<file path="src/design/rpaar_pkg.sv">
// Package for the radio packet auto-ack responder.
// Holds packet layout constants, register indexes and the ack field bundle.
// No dependencies.
`timescale 1ns / 1ps
`default_nettype none

package rpaar_pkg;

    localparam int MAX_PACKET_BYTES = 128;
    localparam int POS_W            = $clog2(MAX_PACKET_BYTES);
    localparam logic [POS_W-1:0] POS_MAX = POS_W'(MAX_PACKET_BYTES - 1);

    localparam int ADDR_W  = 24;
    localparam int ACK_LEN = 12;
    localparam int IDX_W   = $clog2(ACK_LEN);
    localparam logic [IDX_W-1:0] IDX_LAST = IDX_W'(ACK_LEN - 1);

    // Received packet byte positions.
    localparam logic [POS_W-1:0] POS_LEN  = POS_W'(0);
    localparam logic [POS_W-1:0] POS_CNT  = POS_W'(1);
    localparam logic [POS_W-1:0] POS_TYPE = POS_W'(3);
    localparam logic [POS_W-1:0] POS_SRC0 = POS_W'(4);
    localparam logic [POS_W-1:0] POS_SRC1 = POS_W'(5);
    localparam logic [POS_W-1:0] POS_SRC2 = POS_W'(6);
    localparam logic [POS_W-1:0] POS_DST0 = POS_W'(7);
    localparam logic [POS_W-1:0] POS_DST1 = POS_W'(8);
    localparam logic [POS_W-1:0] POS_DST2 = POS_W'(9);

    // Message types and ack constants.
    localparam logic [7:0] TYPE_A      = 8'h30;
    localparam logic [7:0] TYPE_B      = 8'h40;
    localparam logic [7:0] TYPE_C      = 8'h50;
    localparam logic [7:0] THERMO_LEN  = 8'd11;
    localparam logic [7:0] ACK_LEN_BYTE = 8'd11;
    localparam logic [7:0] ACK_TYPE    = 8'd2;

    typedef enum logic {
        REG_AUTO_ACK_ADDR = 1'b0,
        REG_THERMO_ADDR   = 1'b1
    } t_reg_idx;

    typedef struct packed {
        logic [7:0]        counter;
        logic [ADDR_W-1:0] src;
        logic [ADDR_W-1:0] dst;
    } t_ack_fields;

endpackage

`default_nettype wire

</file>
<file path="src/design/radio_packet_auto_ack_responder.sv">
// Top level of the radio packet auto-ack responder: header capture and ack decision.
// Depends on rpaar_pkg and instantiates rpaar_ack_tx.
//
//   channel   direction  handshake            payload
//   rx        in         i_valid / o_ready    i_rx_byte, i_frame_end
//   ack       out        o_valid / i_ready    o_ack_byte, o_ack_packet_end, o_run_last
//   cfg       in         i_cfg_we             i_cfg_addr, i_cfg_wdata
//
// A received word is taken every cycle while no ack is being sent; the decision is
// made in the cycle the last word is taken. A match sends 12 words per ack (24 if
// both fire), one per cycle while i_ready is high; rx is held off until the final
// ack word is taken. In the cycle it leaves, the next received word is already taken.
// Reset (synchronous, active low) clears all captured fields and both addresses.
`timescale 1ns / 1ps
`default_nettype none

module radio_packet_auto_ack_responder
    import rpaar_pkg::*;
(
    input  wire logic              i_clk,
    input  wire logic              i_rst_n,
    input  wire logic              i_cfg_we,
    input  wire logic              i_cfg_addr,
    input  wire logic [ADDR_W-1:0] i_cfg_wdata,
    input  wire logic              i_valid,
    output logic                   o_ready,
    input  wire logic [7:0]        i_rx_byte,
    input  wire logic              i_frame_end,
    output logic                   o_valid,
    input  wire logic              i_ready,
    output logic [7:0]             o_ack_byte,
    output logic                   o_ack_packet_end,
    output logic                   o_run_last
);

    logic [ADDR_W-1:0] r_auto_addr, r_thermo_addr;
    logic [POS_W-1:0]  r_pos, n_pos;
    logic [7:0]        r_len, n_len;
    logic [7:0]        r_cnt, n_cnt;
    logic [7:0]        r_type, n_type;
    logic [ADDR_W-1:0] r_src, n_src;
    logic [ADDR_W-1:0] r_dst, n_dst;

    logic        accept;
    logic        tx_busy;
    logic        auto_hit, thermo_hit, long_enough;
    logic        start, two;
    t_ack_fields fields;

    assign o_ready = !tx_busy || (o_valid && i_ready && o_run_last);
    assign accept  = i_valid && o_ready;

    always_ff @(posedge i_clk) begin
        if (!i_rst_n) begin
            r_auto_addr   <= '0;
            r_thermo_addr <= '0;
        end else if (i_cfg_we) begin
            unique case (t_reg_idx'(i_cfg_addr))
                REG_AUTO_ACK_ADDR: r_auto_addr   <= i_cfg_wdata;
                REG_THERMO_ADDR:   r_thermo_addr <= i_cfg_wdata;
                default: ;
            endcase
        end
    end

    // Field capture by byte position.
    always_comb begin
        n_len  = r_len;
        n_cnt  = r_cnt;
        n_type = r_type;
        n_src  = r_src;
        n_dst  = r_dst;
        unique case (r_pos)
            POS_LEN:  n_len  = i_rx_byte;
            POS_CNT:  n_cnt  = i_rx_byte;
            POS_TYPE: n_type = i_rx_byte;
            POS_SRC0: n_src[23:16] = i_rx_byte;
            POS_SRC1: n_src[15:8]  = i_rx_byte;
            POS_SRC2: n_src[7:0]   = i_rx_byte;
            POS_DST0: n_dst[23:16] = i_rx_byte;
            POS_DST1: n_dst[15:8]  = i_rx_byte;
            POS_DST2: n_dst[7:0]   = i_rx_byte;
            default: ;
        endcase
        if (i_frame_end) begin
            n_pos = '0;
        end else if (r_pos != POS_MAX) begin
            n_pos = r_pos + POS_W'(1);
        end else begin
            n_pos = r_pos;
        end
    end

    assign long_enough = (r_pos >= POS_DST2);
    assign auto_hit    = (r_auto_addr != '0)
                      && (n_type == TYPE_A || n_type == TYPE_B || n_type == TYPE_C)
                      && (n_dst == r_auto_addr);
    assign thermo_hit  = (r_thermo_addr != '0) && (n_len == THERMO_LEN)
                      && (n_type == TYPE_B) && (n_dst == r_thermo_addr);
    assign start = accept && i_frame_end && long_enough && (auto_hit || thermo_hit);
    assign two   = auto_hit && thermo_hit;

    always_ff @(posedge i_clk) begin
        if (!i_rst_n) begin
            r_pos  <= '0;
            r_len  <= '0;
            r_cnt  <= '0;
            r_type <= '0;
            r_src  <= '0;
            r_dst  <= '0;
        end else if (accept) begin
            r_pos  <= n_pos;
            r_len  <= n_len;
            r_cnt  <= n_cnt;
            r_type <= n_type;
            r_src  <= n_src;
            r_dst  <= n_dst;
        end
    end

    assign fields.counter = r_cnt;
    assign fields.src     = r_src;
    assign fields.dst     = r_dst;

    rpaar_ack_tx u_ack_tx (
        .i_clk            (i_clk),
        .i_rst_n          (i_rst_n),
        .i_start          (start),
        .i_two            (two),
        .i_fields         (fields),
        .o_busy           (tx_busy),
        .o_valid          (o_valid),
        .i_ready          (i_ready),
        .o_ack_byte       (o_ack_byte),
        .o_ack_packet_end (o_ack_packet_end),
        .o_run_last       (o_run_last)
    );

endmodule

`default_nettype wire

</file>
<file path="src/design/rpaar_ack_tx.sv">
// Ack packet transmitter: streams one or two 12-byte ack packets.
// Depends on rpaar_pkg for layout constants and the field bundle.
`timescale 1ns / 1ps
`default_nettype none

module rpaar_ack_tx
    import rpaar_pkg::*;
(
    input  wire logic        i_clk,
    input  wire logic        i_rst_n,
    input  wire logic        i_start,
    input  wire logic        i_two,
    input  wire t_ack_fields i_fields,
    output logic             o_busy,
    output logic             o_valid,
    input  wire logic        i_ready,
    output logic [7:0]       o_ack_byte,
    output logic             o_ack_packet_end,
    output logic             o_run_last
);

    logic             r_busy, n_busy;
    logic             r_more, n_more;
    logic [IDX_W-1:0] r_idx,  n_idx;
    logic             pkt_end;

    assign pkt_end          = (r_idx == IDX_LAST);
    assign o_busy           = r_busy;
    assign o_valid          = r_busy;
    assign o_ack_packet_end = pkt_end;
    assign o_run_last       = pkt_end && !r_more;

    always_comb begin
        case (r_idx)
            IDX_W'(0): o_ack_byte = ACK_LEN_BYTE;
            IDX_W'(1): o_ack_byte = i_fields.counter;
            IDX_W'(3): o_ack_byte = ACK_TYPE;
            IDX_W'(4): o_ack_byte = i_fields.dst[23:16];
            IDX_W'(5): o_ack_byte = i_fields.dst[15:8];
            IDX_W'(6): o_ack_byte = i_fields.dst[7:0];
            IDX_W'(7): o_ack_byte = i_fields.src[23:16];
            IDX_W'(8): o_ack_byte = i_fields.src[15:8];
            IDX_W'(9): o_ack_byte = i_fields.src[7:0];
            default:   o_ack_byte = 8'd0;
        endcase
    end

    always_comb begin
        n_busy = r_busy;
        n_more = r_more;
        n_idx  = r_idx;
        if (r_busy && i_ready) begin
            if (pkt_end) begin
                n_idx  = '0;
                n_more = 1'b0;
                n_busy = r_more;
            end else begin
                n_idx = r_idx + IDX_W'(1);
            end
        end
        // A start only arrives when the stream is idle or just finishing.
        if (i_start) begin
            n_busy = 1'b1;
            n_more = i_two;
            n_idx  = '0;
        end
    end

    always_ff @(posedge i_clk) begin
        if (!i_rst_n) begin
            r_busy <= 1'b0;
            r_more <= 1'b0;
            r_idx  <= '0;
        end else begin
            r_busy <= n_busy;
            r_more <= n_more;
            r_idx  <= n_idx;
        end
    end

endmodule

`default_nettype wire
</file>
<file path="config.mk">
export PLATFORM = sky130hd
export DESIGN_NAME = radio_packet_auto_ack_responder
export DESIGN_NICKNAME = d
export VERILOG_FILES = /design/src/design/rpaar_pkg.sv /design/src/design/radio_packet_auto_ack_responder.sv /design/src/design/rpaar_ack_tx.sv
export SDC_FILE = /design/constraint.sdc
export NUM_CORES = 1
export LEC_CHECK = 0
export BUFFER_PORTS_ARGS = -buffer_cell sky130_fd_sc_hd__buf_4
export CAP_MARGIN = 15
export CORE_AREA = 2 2 162 164
export CTS_BUF_LIST = sky130_fd_sc_hd__clkbuf_16
export DETAILED_ROUTE_END_ITERATION = 16
export DIE_AREA = 0 0 164 166
export SLEW_MARGIN = 5
export SYNTH_ARGS = -nofsm -noshare
export SYNTH_HDL_FRONTEND = slang
export SYNTH_SLANG_ARGS = --single-unit
</file>
<file path="constraint.sdc">
create_clock -name i_clk -period 8.55 [get_ports i_clk]
set_clock_uncertainty 0.1 [all_clocks]
set_input_delay 1.71 -clock i_clk [delete_from_list [all_inputs] [get_ports i_clk]]
set_output_delay 1.71 -clock i_clk [all_outputs]
set_load 0.05 [all_outputs]
</file>
## Word-level counts from Yosys, hierarchy flattened

Cells that the tools add are included.

- Register bits after elaboration: 133
- Latch bits: 0
- Memory bits (writable): 0
- ROM bits: 0
- Output and inout bits: 12
- Logic and storage cells: 92
- Memories: 0

- Add/subtract/negate cells: 2
- Multiply operators: 0
- Divide/modulo/power cells: 0
- Order comparisons: 1
- Equal/unequal tests: 24
- Shift operators: 0
- Mux-type cells: 15
- Bitwise operators: 2
- Reductions and logical operators: 35

Operator list:

| operator | number |
|---|---|
| one-hot mux 8 bit (9 select lines) | 1 |
| == test 24 bit | 2 |
| nonzero test 24 bit | 2 |
| two-way mux 8 bit | 5 |
| == test 7 x 3 -> 1 bit (second input constant) | 4 |
| == test 4 x 3 -> 1 bit (second input constant) | 4 |
| == test 8 x 7 -> 1 bit (second input constant) | 2 |
| AND reduction 2 bit | 8 |
| == test 7 x 4 -> 1 bit (second input constant) | 2 |
| two-way mux 7 bit | 2 |
| logical AND 1 bit | 13 |
| == test 4 bit (second input constant) | 3 |
| == test 8 x 4 -> 1 bit (second input constant) | 1 |
| == test 8 x 6 -> 1 bit (second input constant) | 1 |
| adder 7 x 1 -> 7 bit (second input constant) | 1 |
| == test 7 x 1 -> 1 bit (second input constant) | 1 |
| == test 7 x 2 -> 1 bit (second input constant) | 1 |
| >= comparator 7 x 4 -> 1 bit (second input constant) | 1 |
| zero test 7 bit | 1 |
| != test 7 bit (second input constant) | 1 |
| two-way mux 1 bit | 6 |
| nonzero test 2 bit | 3 |
| adder 4 x 1 -> 4 bit (second input constant) | 1 |
| == test 4 x 1 -> 1 bit (second input constant) | 1 |
| 7 further kinds | 12 |

## Longest topological paths before layout

Gate-level depths: netlist of run 1.

- Depth after elaboration: 11
- Mapped depth: 11

## Cells and area by module

From an unflattened synthesis of run 1, not the netlist that was laid out.

- Cells, all modules: 933
- Area total of the unflattened synthesis: 7566.0 um^2

Modules (own cells, without submodules):

| module | instances | cells an instance | area each (um^2) | seq. area each (um^2) |
|---|---|---|---|---|
| radio_packet_auto_ack_responder | 1 | 815 | 6725.2 | 2542.4 |
| rpaar_ack_tx | 1 | 118 | 840.8 | 120.1 |

## Worst setup path before layout of run 1

No wires, ideal clock.

- Path kind: reg-to-output
- Start: register u_ack_tx.r_idx[0]
- End: output port o_ack_byte[7]
- Data arrival time: 2315 ps
- Data required time: 6740 ps
- Setup slack: 4425 ps
- Cell stages (with the launch flop): 6
- Path through: dfxtp_1 ha_1 clkbuf_1 buf_1 a22oi_1 o21ai_0

- Cells in the longest elaborated chain, start to end: 2
- Elaborated cells on any way between the ends: 10
- Those cells by class: 8 x eq/ne; 1 x mux; 1 x reduce/logical

RTL lines:

| item | RTL line | text |
|---|---|---|
| from (decl) | rpaar_ack_tx.sv:24 | `logic [IDX_W-1:0] r_idx, n_idx;` |
| from (signal assigned) | rpaar_ack_tx.sv:77 | `r_idx <= n_idx;` |
| == test 4 bit (tied with other cells) | rpaar_ack_tx.sv:34 | `case (r_idx)` |
| one-hot mux 8 bit (9 select lines) (*) | rpaar_ack_tx.sv:34 |  |
| to (decl) | radio_packet_auto_ack_responder.sv:31 | `output logic [7:0] o_ack_byte,` |

Every way passes the cells marked *; elsewhere a longest branch is shown, timed or not.

## Worst setup path in the final report of run 1

- Start: register u_ack_tx.r_idx[2]
- End: output port o_ack_byte[5]

Same word-level chain as after synthesis.

==> results of run 1 <==
[path summary, 6_finish.rpt]
check / end / slack (ps) / depth (start not counted)
max: o_ack_byte[5] / 4120 / 6
min: r_src[20] / 370 / 2
max reg2reg: r_pos[5] / 4960 / 9
min reg2reg: r_src[20] / 370 / 2
[metal layers]
layer	up-vias	share of wire [%]
met3	65	7.6
met1	3407	44
met4	0	3.4
met2	293	45
li1	3417	-
met5	-	0
[cell type report]
| cell class | count | area, sq um | share of cell area, % |
|---|---|---|---|
| multi-input cells | 724 | 4420 | 51.2 |
| flip-flops and latches | 133 | 2660 | 30.8 |
| clock buffers | 17 | 425 | 4.93 |
| inverters | 38 | 143 | 1.65 |
| well taps | 335 | 419 | 4.86 |
| repair buffers | 56 | 420 | 4.87 |
| clock inverters | 15 | 143 | 1.65 |
[state kept, by name (all words and copies together), names as in the netlist]
register and flops:
u_ack_tx.o_busy 1, u_ack_tx.r_more 1, r_len 8, r_pos 7, r_src 24, u_ack_tx.r_idx 4, r_dst 24, r_type 8
r_thermo_addr 24, r_cnt 8, r_auto_addr 24
[cell families (layout without fill, tap and decap cells)]
kind of cell	count (synthesis)	after routing	share of synthesized area (%)
simple gates	408	408	27.1
flops	133	133	35.5
buf+inv	106	126	5.62
fa+ha+maj	8	8	1.33
compound gates	252	252	23.5
mux	19	19	2.62
xor+xnor	37	37	4.32
[power by group]
group | internal [mW] | total [mW] | switching, mW
clock network | 0.406 | 0.704 | 0.298
logic | 0.0540 | 0.134 | 0.0799
registers | 0.634 | 0.655 | 0.0206
total | 1.09 | 1.49 | 0.399
[through the flow]
stage | hold WS, ps | worst slack [ps] | instance area [sq um]
final | 368 | 4120 | 8630
after global routing | 396 | 3940 | 8630
after CTS | 370 | 4130 | 8630
after detailed placement | 361 | 4230 | 8060
after global placement | 354 | 4280 | 8060
after floorplan | 339 | 4430 | 7500
[placed cells by master (no fill, tap or decap), drive strengths merged, types with 10 or more instances in the layout]
master | synthesis | final
a21boi | 100 | 100
a21oi | 43 | 43
buf | 11 | 56
clkbuf | 57 | 17
dfxtp | 133 | 133
inv | 35 | 42
mux2i | 17 | 17
nand2 | 178 | 178
nand3 | 77 | 77
nand4 | 10 | 10
nor2 | 34 | 34
nor2b | 33 | 33
nor3 | 12 | 12
nor4 | 25 | 25
o21ai | 32 | 32
o22ai | 16 | 16
xnor2 | 17 | 17
xor2 | 20 | 20
[tightest hold or removal path, cell delays in order (launching register included)]
cell and delay [ps]:
dfxtp_1 310, nand2_1 50, a21boi_0 60
==> flow_summary.ini, run 1 <==
[yosys]
synth_edf_count = 0
synth.distinct_cells = 71
syn_nets = 1010
ys_seq_area_share_pct = 35.5
synthCells = 963
syn_area_sq_um = 7500
ys_top_cells_by_count = nand2_1 (176), dfxtp_1 (133), a21boi_0 (95)
ys_seq_elements = 133
synth-warning-count = 0
async_flop_share_pct = 0
ys.flop_type = dfxtp_1
yosysMostFrequentCell = nand2_1
post_synth.cell_area_avg_sq_um = 7.79
synth_area_leader_cell = dfxtp_1
synthTopCellsByArea = dfxtp_1 (35%), a21boi_0 (9.5%), nand2_1 (8.8%)
synth_top_area_share_pct = 35.5

[clock_tree]
hold_buffers = 0
cts_setup_buffers = 0
cts_buffers = 17
h-tree-depth = 4
clk_latency_ps = 430
clock-root-buffer = clkbuf_16
cts_tree = done
cts_buffer_depth = 2
ctsResizeCount = 0
clkSinkCount = 133
clk_pin_slew_ps = 60

[flow_run]
cap_violations = 0

[cells_and_area]
fill_cells = 2682
final_cells = 1318
diodes = 0
finish.utilization_pct = 33.7
area_growth_pct = 15.0
nets = 1017
drive_above_1_share_pct = 10.8

[power_and_ir_drop]
cellPowerDensity_nw_per_um2 = 173
power_leakage_nw = 2.96
ir_drop_mv = 0.137
total_power_mw = 1.49

[outcome]
status = finished clean

[timing]
grt_setup_unrepaired = no
setup_violations = 0
fmax_mhz = 226
worst_slew_pin_slew_ps = 995
finalCritPeriodShare_pct = 51.8
fin_crit_ps = 4430
setup_tns_ps = 0
finalMaxSlewViolations = 0
hold_violations = 0
relSlewSlack_pct = 33.7

[grt]
met2_usage_pct = 29.0
grt_pass1_vias = 6738
grt_max_degree = 73
grt_pass1_wl_mm = 39.6
top_usage_layer = met2
globalRouteOverflowTotal = 0
grt_util_met1_pct = 25.8
grt_usage_pct = 19.0
use_met3_pct = 4.20
grt_antenna_before_repair = 0

[setup_path]
cp.arrival_ps = 2620
setup.worst_path.end_class = output port
r2r-start = u_ack_tx.r_idx[0]
crit_slowest_cell = dfxtp_1
worstPathRequired_ps = 6740
cp-start-kind = flip-flop
crit_chain = inv_1 -> nor2_1 -> a22o_1 -> a21oi_1 -> nand4_1 -> buf_4
startpoint = u_ack_tx.r_idx[2]
slowest_delay_ps = 730
path_delay_family = flip-flops
cp_max_fo = 18
worstSetupPathType = reg -> out
path_buf_inv = 2

[route]
ant_nets = 0
firstDrtPassIters = 7
dr.first_iter.drc_count = 857
vias = 7182
wl_per_cell_um = 19.4
drt_wl_total_mm = 25.6
drc = 0
via_per_inst = 5.45

[hold_path]
hp-class = reg -> reg
hp-start = r_src[20]

[die]
rows = 59
die-height_um = 166
coreArea_sq_um = 25600
die-area_sq_um = 27200
io_pins = 51
initial_core_util_pct = 29.3
die_w_um = 164

[placement]
dp_hpwl_mm = 18.3
gp_congestion = 0.976
dp_cells = 1286
io_buffers = 50
(Power assumes the default switching activity.)
==> run 2: changes to the inputs <==
- clock period: 8.55 -> 4 ns (I/O delays scaled with it)
==> run 2 against run 1 <==
  * Power up 110%
  * Global-route usage rose by 0.44 points
  * Register-to-register slack worse by 4400 ps
  * Sequential cell count unchanged
  * Largest cell class unchanged
  * First-iteration DRC count is 26% lower
  * Sequential power grew 110%
  * Worst hold slack worse by 1.2 ps
  * Critical path depth is 2 higher
  * Highest routed layer unchanged
  * Critical endpoint is now u_ack_tx.r_idx[3]
  * Largest power group unchanged
  * Clock power is 110% higher
==> flow_summary.ini, run 2 (synthesis results as in run 1) <==
[outcome]
status = finished clean

[die]
die-height_um = 166
die-area_sq_um = 27200
coreArea_sq_um = 25600
rows = 59
die_w_um = 164
io_pins = 51
initial_core_util_pct = 29.3

[clock_tree]
cts_buffer_depth = 2
clkSinkCount = 133
cts_setup_buffers = 0
clk_pin_slew_ps = 60
clock-root-buffer = clkbuf_16
ctsResizeCount = 0
clk_latency_ps = 420
cts_tree = done
h-tree-depth = 4
hold_buffers = 0
cts_buffers = 17

[setup_path]
r2r_end = u_ack_tx.r_idx[3]
r2r-start = r_pos[6]
worstSetupPathType = reg -> reg
cp.arrival_ps = 3650
cp-start-kind = flip-flop
reg2reg_slack_ps = 550
setup.worst_path.end_class = flip-flop
cp_max_fo = 18
ff2ff_path_depth = 8
worstPathRequired_ps = 4200

[placement]
dp_hpwl_mm = 19.0
dp_cells = 1297
gp_congestion = 0.997
io_buffers = 50

[timing]
worst_slew_pin_slew_ps = 967
finalMaxSlewViolations = 0
fmax_mhz = 290
relSlewSlack_pct = 35.6
setup_violations = 0
grt_setup_unrepaired = no
setup_tns_ps = 0
finalCritPeriodShare_pct = 86.3
fin_crit_ps = 3450
hold_violations = 0

[cells_and_area]
diodes = 0
nets = 1028
final_common_cell = nand2_1
final_cells = 1328
final_cell_mix = nand2_1 (176), dfxtp_1 (133), a21boi_0 (95), nand3_1 (77), buf_4 (67)
area_growth_pct = 16.1
drive_above_1_share_pct = 11.4
finish.utilization_pct = 34.0

[grt]
grt_pass1_wl_mm = 40.6
grt_antenna_before_repair = 0
grt_usage_pct = 19.4
globalRouteOverflowTotal = 0
grt_pass1_vias = 6652
grt_max_degree = 80

[hold_path]
min_to = r_src[15]
hp-start = r_src[15]
hold_depth = 2
hp-class = reg -> reg

[power_and_ir_drop]
total_power_mw = 3.20
cellPowerDensity_nw_per_um2 = 368
power_leakage_nw = 3.01
ir_drop_mv = 0.287

[route]
wl_per_cell_um = 19.7
dr.first_iter.drc_count = 635
vias = 7119
via_per_inst = 5.36
ant_nets = 0
drc = 0
drt_wl_total_mm = 26.2
firstDrtPassIters = 5

[flow_run]
cap_violations = 0
[run 2: cell types whose count changed in the layout (fill, tap and decap cells not counted), sizes merged]
cell and change:
inv -5, buf +11, bufinv +1, clkinvlp +1, clkinv +2
[run 2: worst max-delay path by stage]
stage,startpoint,to,slack (ps),depth (start not counted)
finish,r_pos[6],u_ack_tx.r_idx[3],550,8
global route,r_pos[6],u_ack_tx.r_idx[3],440,8
CTS,r_pos[6],u_ack_tx.r_idx[3],640,8
detailed placement,r_pos[6],u_ack_tx.r_idx[3],640,8
global placement,r_pos[6],u_ack_tx.r_idx[3],710,8
floorplan,u_ack_tx.r_idx[0],o_ack_byte[7],790,5
[run 2: worst max-delay path: stages, from the launching register on]
cell and delay [ps]:
dfxtp_1 440, or4_1 720, nor2_4 370, o21ai_0 120
a2111oi_0 650, nand4_1 320, nor4_4 370, nor3b_2 110
a21boi_1 140
[run 2: layout make-up]
| type | instances | area, sq um |
|---|---|---|
| Inverter | 38 | 143 |
| Clock buffer | 17 | 425 |
| Tap cell | 335 | 419 |
| Timing Repair Buffer | 67 | 503 |
| Clock inverter | 14 | 139 |
| Multi-Input combinational cell | 724 | 4420 |
| Sequential cell | 133 | 2660 |
| Fill cell | 2709 | 16900 |
[run 2: routing by layer]
layer	global-route usage (%)	wire [um]	vias up
met5	0	0	-
met4	7.02	667	0
met3	2.97	1680	37
met2	29.8	11800	275
met1	27.6	12100	3375
li1	-	-	3432
[run 2: where the power goes]
part           internal, mW  leakage (nW)  switching [mW]
clock                 0.908         0.271           0.603
sequential             1.36          1.08          0.0458
combinational         0.119          1.66           0.172
total                  2.38          3.01           0.821
[run 2: per-stage QoR]
| step | hold WS, ps | instance area, sq um | worst slack, ps |
|---|---|---|---|
| floorplan | 339 | 7500 | 785 |
| global placement | 352 | 8150 | 713 |
| detailed placement | 360 | 8150 | 645 |
| CTS | 369 | 8710 | 638 |
| global route | 382 | 8710 | 438 |
| finish | 367 | 8710 | 546 |
